**config.mk**
```make
export PLATFORM = sky130hd
export DESIGN_NAME = api_tx_frame_encoder_unit
export DESIGN_NICKNAME = d
export VERILOG_FILES = /design/src/hdl/tfe_pkg.sv /design/src/hdl/tfe_front.sv /design/src/hdl/tfe_queue.sv /design/src/hdl/tfe_back.sv /design/src/hdl/api_tx_frame_encoder_unit.sv
export SDC_FILE = /design/constraint.sdc
export NUM_CORES = 1
export LEC_CHECK = 0
export BUFFER_PORTS_ARGS = -buffer_cell sky130_fd_sc_hd__buf_4
export CORE_MARGIN = 4
export CORE_UTILIZATION = 40
export CTS_CLUSTER_SIZE = 14
export DETAILED_ROUTE_END_ITERATION = 10
export SETUP_SLACK_MARGIN = 0.02
export SLEW_MARGIN = 20
export SYNTH_ARGS = -nofsm -noshare
export SYNTH_HDL_FRONTEND = slang
export SYNTH_SLANG_ARGS = --single-unit
```
**constraint.sdc**
```tcl
create_clock -name clk -period 4.09 [get_ports clk]
set_clock_uncertainty 0.05 [all_clocks]
set_input_delay 0.6135 -clock clk [delete_from_list [all_inputs] [get_ports clk]]
set_output_delay 0.6135 -clock clk [all_outputs]
set_load 0.02 [all_outputs]
```
**src/hdl/tfe_pkg.sv**
```systemverilog
// tfe_pkg: shared types and constants for the tx frame encoder
// no dependencies; imported by every module under hdl

package tfe_pkg;

    localparam int QUEUE_DEPTH = 4;

    localparam int CFG_INDEX_W = 2;
    localparam int CFG_DATA_W  = 16;
    localparam int STEP_W      = 4;

    localparam logic [7:0] START_BYTE   = 8'h7E;
    localparam logic [7:0] TYPE_TX16    = 8'h01;
    localparam logic [7:0] CHECK_INIT   = 8'hFF;
    localparam logic [8:0] LENGTH_EXTRA = 9'd5;

    localparam logic CMD_START   = 1'b0;
    localparam logic CMD_PAYLOAD = 1'b1;

    localparam logic [CFG_INDEX_W-1:0] REG_DEST  = 2'd0;
    localparam logic [CFG_INDEX_W-1:0] REG_IDENT = 2'd1;
    localparam logic [CFG_INDEX_W-1:0] REG_OPTS  = 2'd2;

    // header and payload byte positions
    localparam logic [STEP_W-1:0] STEP_SOF     = 4'd0;
    localparam logic [STEP_W-1:0] STEP_LEN_HI  = 4'd1;
    localparam logic [STEP_W-1:0] STEP_LEN_LO  = 4'd2;
    localparam logic [STEP_W-1:0] STEP_TYPE    = 4'd3;
    localparam logic [STEP_W-1:0] STEP_IDENT   = 4'd4;
    localparam logic [STEP_W-1:0] STEP_DEST_HI = 4'd5;
    localparam logic [STEP_W-1:0] STEP_DEST_LO = 4'd6;
    localparam logic [STEP_W-1:0] STEP_OPTS    = 4'd7;
    localparam logic [STEP_W-1:0] STEP_HDR_CHK = 4'd8;
    localparam logic [STEP_W-1:0] STEP_PAY     = 4'd0;
    localparam logic [STEP_W-1:0] STEP_PAY_CHK = 4'd1;

    typedef struct packed {
        logic       command;
        logic [7:0] payload_length;
        logic [7:0] data_byte;
    } tfe_in_t;

    typedef struct packed {
        logic [7:0] frame_byte;
        logic       frame_end;
    } tfe_out_t;

    // one queued job for the back end
    typedef struct packed {
        logic        is_start;
        logic        last;
        logic [7:0]  plen;
        logic [7:0]  data;
        logic [15:0] dest;
        logic [7:0]  ident;
        logic [7:0]  opts;
    } tfe_op_t;

    // queue status toward the back end
    typedef struct packed {
        logic    valid;
        tfe_op_t op;
    } tfe_head_t;

endpackage

```
**src/hdl/tfe_front.sv**
```systemverilog
// tfe_front: command intake, frame tracking and configuration registers
// depends on tfe_pkg

module tfe_front (
    input  logic                             clk,
    input  logic                             rst_n,
    input  logic                             cmd_valid,
    input  logic                             cmd_stall,
    input  tfe_pkg::tfe_in_t                 cmd_data,
    input  logic                             cfg_valid,
    output logic                             cfg_ready,
    input  logic [tfe_pkg::CFG_INDEX_W-1:0]  cfg_index,
    input  logic [tfe_pkg::CFG_DATA_W-1:0]   cfg_data,
    output logic                             push,
    output tfe_pkg::tfe_op_t                 push_op
);
    import tfe_pkg::*;

    logic        open_reg, open_next;
    logic [7:0]  remain_reg, remain_next;
    logic [15:0] dest_reg, dest_next;
    logic [7:0]  ident_reg, ident_next;
    logic [7:0]  opts_reg, opts_next;
    logic        take;
    logic        is_start;

    assign cfg_ready = 1'b1;
    assign take      = cmd_valid && !cmd_stall;
    assign is_start  = (cmd_data.command == CMD_START);
    // payload outside an open frame is dropped
    assign push      = take && (is_start || open_reg);

    always_comb
    begin
        push_op.is_start = is_start;
        push_op.plen     = cmd_data.payload_length;
        push_op.data     = cmd_data.data_byte;
        push_op.dest     = dest_reg;
        push_op.ident    = ident_reg;
        push_op.opts     = opts_reg;
        push_op.last     = is_start ? (cmd_data.payload_length == 8'd0)
                                    : (remain_reg == 8'd1);
    end

    always_comb
    begin
        open_next   = open_reg;
        remain_next = remain_reg;
        if (take)
        begin
            if (is_start)
            begin
                open_next   = (cmd_data.payload_length != 8'd0);
                remain_next = cmd_data.payload_length;
            end
            else if (open_reg)
            begin
                remain_next = remain_reg - 8'd1;
                open_next   = (remain_reg != 8'd1);
            end
        end
    end

    always_comb
    begin
        dest_next  = dest_reg;
        ident_next = ident_reg;
        opts_next  = opts_reg;
        if (cfg_valid && cfg_ready)
        begin
            unique case (cfg_index)
                REG_DEST:  dest_next  = cfg_data;
                REG_IDENT: ident_next = cfg_data[7:0];
                REG_OPTS:  opts_next  = cfg_data[7:0];
                default:   ;
            endcase
        end
    end

    always_ff @(posedge clk or negedge rst_n)
    begin
        if (!rst_n)
        begin
            open_reg   <= 1'b0;
            remain_reg <= 8'd0;
            dest_reg   <= 16'hFFFF;
            ident_reg  <= 8'h01;
            opts_reg   <= 8'h00;
        end
        else
        begin
            open_reg   <= open_next;
            remain_reg <= remain_next;
            dest_reg   <= dest_next;
            ident_reg  <= ident_next;
            opts_reg   <= opts_next;
        end
    end

endmodule

```
**src/hdl/tfe_queue.sv**
```systemverilog
// tfe_queue: small register queue of jobs between front and back end
// depends on tfe_pkg

module tfe_queue #(
    parameter int DEPTH = tfe_pkg::QUEUE_DEPTH
) (
    input  logic               clk,
    input  logic               rst_n,
    input  logic               push,
    input  tfe_pkg::tfe_op_t   push_op,
    output logic               full,
    input  logic               pop,
    output tfe_pkg::tfe_head_t head
);
    import tfe_pkg::*;

    localparam int PTR_W = (DEPTH > 1) ? $clog2(DEPTH) : 1;
    localparam int CNT_W = $clog2(DEPTH + 1);
    localparam logic [PTR_W-1:0] PTR_LAST  = PTR_W'(DEPTH - 1);
    localparam logic [CNT_W-1:0] CNT_DEPTH = CNT_W'(DEPTH);

    tfe_op_t           mem_reg [DEPTH];
    logic [PTR_W-1:0]  wr_ptr_reg, wr_ptr_next;
    logic [PTR_W-1:0]  rd_ptr_reg, rd_ptr_next;
    logic [CNT_W-1:0]  count_reg, count_next;

    assign full       = (count_reg == CNT_DEPTH);
    assign head.valid = (count_reg != '0);
    assign head.op    = mem_reg[rd_ptr_reg];

    always_comb
    begin
        wr_ptr_next = wr_ptr_reg;
        rd_ptr_next = rd_ptr_reg;
        count_next  = count_reg;
        if (push)
            wr_ptr_next = (wr_ptr_reg == PTR_LAST) ? '0 : wr_ptr_reg + 1'b1;
        if (pop)
            rd_ptr_next = (rd_ptr_reg == PTR_LAST) ? '0 : rd_ptr_reg + 1'b1;
        if (push && !pop)
            count_next = count_reg + 1'b1;
        else if (pop && !push)
            count_next = count_reg - 1'b1;
    end

    always_ff @(posedge clk or negedge rst_n)
    begin
        if (!rst_n)
        begin
            wr_ptr_reg <= '0;
            rd_ptr_reg <= '0;
            count_reg  <= '0;
        end
        else
        begin
            wr_ptr_reg <= wr_ptr_next;
            rd_ptr_reg <= rd_ptr_next;
            count_reg  <= count_next;
        end
    end

    always_ff @(posedge clk)
    begin
        if (push)
            mem_reg[wr_ptr_reg] <= push_op;
    end

    a_count_bound: assert property (@(posedge clk) disable iff (!rst_n)
        count_reg <= CNT_DEPTH)
        else $error("queue count above depth");

    a_no_overflow: assert property (@(posedge clk) disable iff (!rst_n)
        push |-> (!full || pop))
        else $error("push into full queue");

    a_no_underflow: assert property (@(posedge clk) disable iff (!rst_n)
        pop |-> head.valid)
        else $error("pop from empty queue");

endmodule

```
**src/hdl/tfe_back.sv**
```systemverilog
// tfe_back: byte sequencer, checksum and output register
// depends on tfe_pkg

module tfe_back (
    input  logic               clk,
    input  logic               rst_n,
    input  tfe_pkg::tfe_head_t head,
    output logic               pop,
    output logic               frm_valid,
    input  logic               frm_stall,
    output tfe_pkg::tfe_out_t  frm_data
);
    import tfe_pkg::*;

    logic                busy_reg, busy_next;
    tfe_op_t             op_reg;
    logic [STEP_W-1:0]   step_reg, step_next;
    logic [7:0]          check_reg, check_next;
    logic                out_valid_reg, out_valid_next;
    tfe_out_t            out_reg;

    logic                advance;
    logic                emit;
    logic                is_check;
    logic                summed;
    logic                done;
    logic [8:0]          total;
    logic [7:0]          hdr_byte;
    logic [7:0]          cur_byte;

    assign advance = !out_valid_reg || !frm_stall;
    assign emit    = busy_reg && advance;
    assign total   = {1'b0, op_reg.plen} + LENGTH_EXTRA;

    always_comb
    begin
        unique case (step_reg)
            STEP_SOF:     hdr_byte = START_BYTE;
            STEP_LEN_HI:  hdr_byte = {7'd0, total[8]};
            STEP_LEN_LO:  hdr_byte = total[7:0];
            STEP_TYPE:    hdr_byte = TYPE_TX16;
            STEP_IDENT:   hdr_byte = op_reg.ident;
            STEP_DEST_HI: hdr_byte = op_reg.dest[15:8];
            STEP_DEST_LO: hdr_byte = op_reg.dest[7:0];
            STEP_OPTS:    hdr_byte = op_reg.opts;
            default:      hdr_byte = check_reg;
        endcase
    end

    always_comb
    begin
        if (op_reg.is_start)
        begin
            is_check = (step_reg == STEP_HDR_CHK);
            summed   = !is_check && (step_reg >= STEP_TYPE);
            done     = is_check || (!op_reg.last && step_reg == STEP_OPTS);
            cur_byte = hdr_byte;
        end
        else
        begin
            is_check = (step_reg == STEP_PAY_CHK);
            summed   = !is_check;
            done     = is_check || !op_reg.last;
            cur_byte = is_check ? check_reg : op_reg.data;
        end
    end

    assign pop = head.valid && (!busy_reg || (emit && done));

    always_comb
    begin
        busy_next      = busy_reg;
        step_next      = step_reg;
        check_next     = check_reg;
        out_valid_next = out_valid_reg;
        if (emit)
        begin
            out_valid_next = 1'b1;
            step_next      = step_reg + 1'b1;
            if (op_reg.is_start && step_reg == STEP_SOF)
                check_next = CHECK_INIT;
            else if (summed)
                check_next = check_reg - cur_byte;
            if (done)
                busy_next = 1'b0;
        end
        else if (advance)
            out_valid_next = 1'b0;
        if (pop)
        begin
            busy_next = 1'b1;
            step_next = '0;
        end
    end

    always_ff @(posedge clk or negedge rst_n)
    begin
        if (!rst_n)
        begin
            busy_reg      <= 1'b0;
            step_reg      <= '0;
            check_reg     <= CHECK_INIT;
            out_valid_reg <= 1'b0;
        end
        else
        begin
            busy_reg      <= busy_next;
            step_reg      <= step_next;
            check_reg     <= check_next;
            out_valid_reg <= out_valid_next;
        end
    end

    always_ff @(posedge clk)
    begin
        if (pop)
            op_reg <= head.op;
        if (emit)
        begin
            out_reg.frame_byte <= cur_byte;
            out_reg.frame_end  <= is_check;
        end
    end

    assign frm_valid = out_valid_reg;
    assign frm_data  = out_reg;

    a_hdr_step: assert property (@(posedge clk) disable iff (!rst_n)
        (busy_reg && op_reg.is_start) |-> step_reg <= STEP_HDR_CHK)
        else $error("header step out of range");

    a_pay_step: assert property (@(posedge clk) disable iff (!rst_n)
        (busy_reg && !op_reg.is_start) |-> step_reg <= STEP_PAY_CHK)
        else $error("payload step out of range");

endmodule

```
**src/hdl/api_tx_frame_encoder_unit.sv**
```systemverilog
// api_tx_frame_encoder_unit: top level of the tx frame encoder
// depends on tfe_pkg, tfe_front, tfe_queue, tfe_back
//
//   channel | dir | handshake              | content
//   cmd     | in  | cmd_valid / cmd_stall  | command, payload_length, data_byte
//   frm     | out | frm_valid / frm_stall  | frame_byte, frame_end
//   cfg     | in  | cfg_valid / cfg_ready  | register index, write data
//
// one frame byte per cycle leaves the output register; a start produces eight
// header bytes (nine with an empty payload), a payload byte one (two on the last)
// payload bytes transfer one per cycle; the queue of QUEUE_DEPTH jobs fills while
// the back end emits header and checksum bytes, then cmd_stall rises
// frm_stall holds the output register and, through the queue, the command side
// rst_n resets frame tracking, queue and checksum; registers return to defaults

module api_tx_frame_encoder_unit #(
    parameter int QUEUE_DEPTH = tfe_pkg::QUEUE_DEPTH
) (
    input  logic                             clk,
    input  logic                             rst_n,
    input  logic                             cmd_valid,
    output logic                             cmd_stall,
    input  tfe_pkg::tfe_in_t                 cmd_data,
    output logic                             frm_valid,
    input  logic                             frm_stall,
    output tfe_pkg::tfe_out_t                frm_data,
    input  logic                             cfg_valid,
    output logic                             cfg_ready,
    input  logic [tfe_pkg::CFG_INDEX_W-1:0]  cfg_index,
    input  logic [tfe_pkg::CFG_DATA_W-1:0]   cfg_data
);
    import tfe_pkg::*;

    logic      push;
    tfe_op_t   push_op;
    logic      full;
    logic      pop;
    tfe_head_t head;

    assign cmd_stall = full;

    tfe_front u_front (
        .clk       (clk),
        .rst_n     (rst_n),
        .cmd_valid (cmd_valid),
        .cmd_stall (cmd_stall),
        .cmd_data  (cmd_data),
        .cfg_valid (cfg_valid),
        .cfg_ready (cfg_ready),
        .cfg_index (cfg_index),
        .cfg_data  (cfg_data),
        .push      (push),
        .push_op   (push_op)
    );

    tfe_queue #(
        .DEPTH (QUEUE_DEPTH)
    ) u_queue (
        .clk     (clk),
        .rst_n   (rst_n),
        .push    (push),
        .push_op (push_op),
        .full    (full),
        .pop     (pop),
        .head    (head)
    );

    tfe_back u_back (
        .clk       (clk),
        .rst_n     (rst_n),
        .head      (head),
        .pop       (pop),
        .frm_valid (frm_valid),
        .frm_stall (frm_stall),
        .frm_data  (frm_data)
    );

endmodule
```
==> results.sh <==
export IMPL_cts_buffers=34
export IMPL_cts_reportedPaths_clkPinSlew_ps=70
export IMPL_routed_via_density=5.31
export IMPL_cp_slowest_cell="dfrtp_1"
export IMPL_overflow=0
export IMPL_setup_tns_ps=0
export IMPL_worstMarginPinSlew_ps=987
export IMPL_syn_area_sq_um=12900
export IMPL_grt_pass1_wl_mm=39.3
export IMPL_synth_cells=711
export IMPL_crit_chain="inv_1, ha_1, buf_4, a22o_1, a221oi_1, o22ai_1, o22ai_1, nand2_1, o21ai_0, ha_1, o21a_1, o31a_1, o21ai_0, a21oi_1, and3_1, o31a_1, mux2_2"
export IMPL_place_area_sq_um=13800
export IMPL_rrSetupSlack_ps=330
export IMPL_core_area_sq_um=31700
export IMPL_die_h_um=188
export IMPL_ys_types=62
export IMPL_grt_max_degree=63
export IMPL_ir_worst_vdd_uv=357
export IMPL_synth_nets=772
export IMPL_drive_gt1_frac=0.313
export IMPL_path_delay_family="compound AO/OA/AOI/OAI gates"
export IMPL_dp_cells=1153
export IMPL_avgSynthCellArea_sq_um=18.2
export IMPL_htree_num_levels=2
export IMPL_yosys_register_bits=321
export IMPL_postRouteAntennaNets=0
export IMPL_relSlewSlack=0.342
export IMPL_powerDensity_nw_per_um2=807
export IMPL_cts_tree="done"
export IMPL_hold_class="in2async"
export IMPL_largest_reg_flops=200
export IMPL_cts_num_sinks=321
export IMPL_final_area_sq_um=15000
export IMPL_rr_startpoint="u_back.step_reg[0]"
export IMPL_crit_buf_inv=2
export IMPL_drv_cap=0
export IMPL_start_util=0.407
export IMPL_dieWidth_um=188
export IMPL_drt_iter0_drc=379
export IMPL_critPathMaxStageDelay_ps=420
export IMPL_port_buffers=50
export IMPL_synth_xor_area_frac=0.00950
export IMPL_p_leak_nw=5.19
export IMPL_critPathKind="reg2reg"
export IMPL_synth_compound_area_share=0.0552
export IMPL_clockRootBuffer="clkbuf_16"
export IMPL_synthArstFlopShare=0.193
export IMPL_dpl_hpwl_mm=15.1
export IMPL_cts_hold_buf=0
export IMPL_grt_pass1_vias=6895
export IMPL_synthAdderAreaFrac=0.0215
export IMPL_num_antenna_cells=0
export IMPL_setup_violations=0
export IMPL_status="complete, no violations"
export IMPL_synth_mux_area_frac=0.129
export IMPL_max_freq_mhz=266
export IMPL_seq_area_frac_synth=0.725
export IMPL_grt_usage=0.142
export IMPL_min_period_ps=3760
export IMPL_syn_to_final_growth_pct=16.0
export IMPL_rsz0062_at_grt="no"
export IMPL_finalWeightedCongestion=0.843
export IMPL_synthTopCellsByArea="edfxtp_1 (60%), mux4_2 (8.7%), dfrtp_1 (7.2%)"
export IMPL_rr_worst_depth=17
export IMPL_wl_mm=24.8
export IMPL_synth_top_cell_area_share=0.603
export IMPL_fin_crit_sh=0.919
export IMPL_fin_nets=849
export IMPL_whs_ps=201
export IMPL_die_area_sq_um=35200
export IMPL_std_cell_rows=65
export IMPL_maxSlewViolCount=0
export IMPL_vias=6460
export IMPL_antenna_found_initial=0
export IMPL_drc_errors=0
export IMPL_wl_per_cell_um=20.4
export IMPL_final_util=0.472
export IMPL_synth_top_family_by_area="multiplexers"
export IMPL_clk_path_buf_depth=3
export IMPL_dr_pass1_iters=4
export IMPL_cp_required_ps=4480
export IMPL_synth_flop_cell="edfxtp_1"
export IMPL_hold_viol=0
export IMPL_path_max_fanout=10
export IMPL_ys_warn_count=0
export IMPL_synth_top_cell_by_area="edfxtp_1"
export IMPL_timing_rr_end="u_back.check_reg[7]"
export IMPL_critPathLaunchType="flip-flop"
export IMPL_synth_simple_area_share=0.0424
export IMPL_cp_end_kind="flip-flop"
export IMPL_synth_edf_count=259
export IMPL_io_pins=52
export IMPL_insertion_delay_ps=510
export IMPL_worstPathArrival_ps=4140
export IMPL_fin_cells=1216
==> cell usage after synthesis, types with 5 or more instances <==
master and instances:
dfstp_2 25, buf_1 5, mux2_2 39, o21a_1 6, nor3b_1 6, nor2b_1 6, xor2_1 7, a22o_1 6
a22oi_1 6, edfxtp_1 259, inv_1 22, nor2_1 28, and2_1 7, nand2_1 14, buf_2 6, nand3_1 6
nor3_1 6, a21oi_1 27, o22ai_1 12, xnor2_1 7, dfrtp_1 37, clkbuf_1 14, ha_1 19, o21ai_0 20
mux2i_1 8, mux4_2 50, nand2b_1 7
==> power by group <==
part	total, mW	internal, mW	switching, mW
logic	3.73	1.74	1.99
registers	5.32	4.74	0.578
clock network	3.03	1.81	1.22
==> placed cells by master (no fill, tap or decap), types with 14 or more instances in the layout <==
master and instances:
a21oi_1 26, ha_1 18, buf_4 68, nand2_1 14, nor2_1 28, o21ai_0 19, mux4_2 50, clkbuf_16 35
inv_1 22, dfrtp_1 35, dfstp_2 25, mux2_2 39, edfxtp_1 259
==> how the worst max path moves through the flow <==
stage | endpoint | depth (start not counted) | slack [ps] | from
after floorplan | u_back.check_reg[7] | 16 | 220 | u_back.step_reg[0]
after global placement | u_back.check_reg[7] | 15 | 220 | u_back.step_reg[0]
after detailed placement | u_back.check_reg[7] | 15 | 80 | u_back.step_reg[0]
after CTS | u_back.check_reg[7] | 15 | 70 | u_back.step_reg[0]
after global routing | u_back.check_reg[6] | 19 | 20 | u_back.step_reg[1]
final | u_back.check_reg[7] | 17 | 330 | u_back.step_reg[0]
==> what timing repair did <==
action	CTS	global route
setup buffers	0	0
resized for setup	0	6
endpoints found under the setup margin	0	3
==> final cells by class <==
cell class,count,area (sq um)
Inverter,22,82.6
Fill cell,2677,16700
Clock inverter,19,190
Tap cell,402,503
Clock buffer,43,926
Multi-Input combinational cell,339,3350
Timing Repair Buffer,70,549
Sequential cell,321,9370
==> kinds of logic after synthesis <==
logic type	count (synthesis)
AOI/OAI and AO/OA	106
and+or+nand+nor	99
adders and majority gates	21
muxes	98
xor gates and xnor gates	14
buffers and inverters	51
other	1
DFF	321
==> through the flow <==
stage	setup WS, ps	power, mW
2_1_floorplan	225	7.94
3_3_place_gp	217	8.99
3_5_place_dp	84.2	9.11
4_1_cts	69.2	12.2
5_1_grt	22.0	12.8
6_report	333	12.1
==> metal layers <==
metal	vias up	wire [um]	GRT usage
met5	-	0	0
met3	41	877	0.0238
met2	127	12700	0.244
met4	0	550	0.0455
met1	3325	10700	0.185
li1	2967	-	-
No activity file was read; power rests on OpenSTA's default activity.
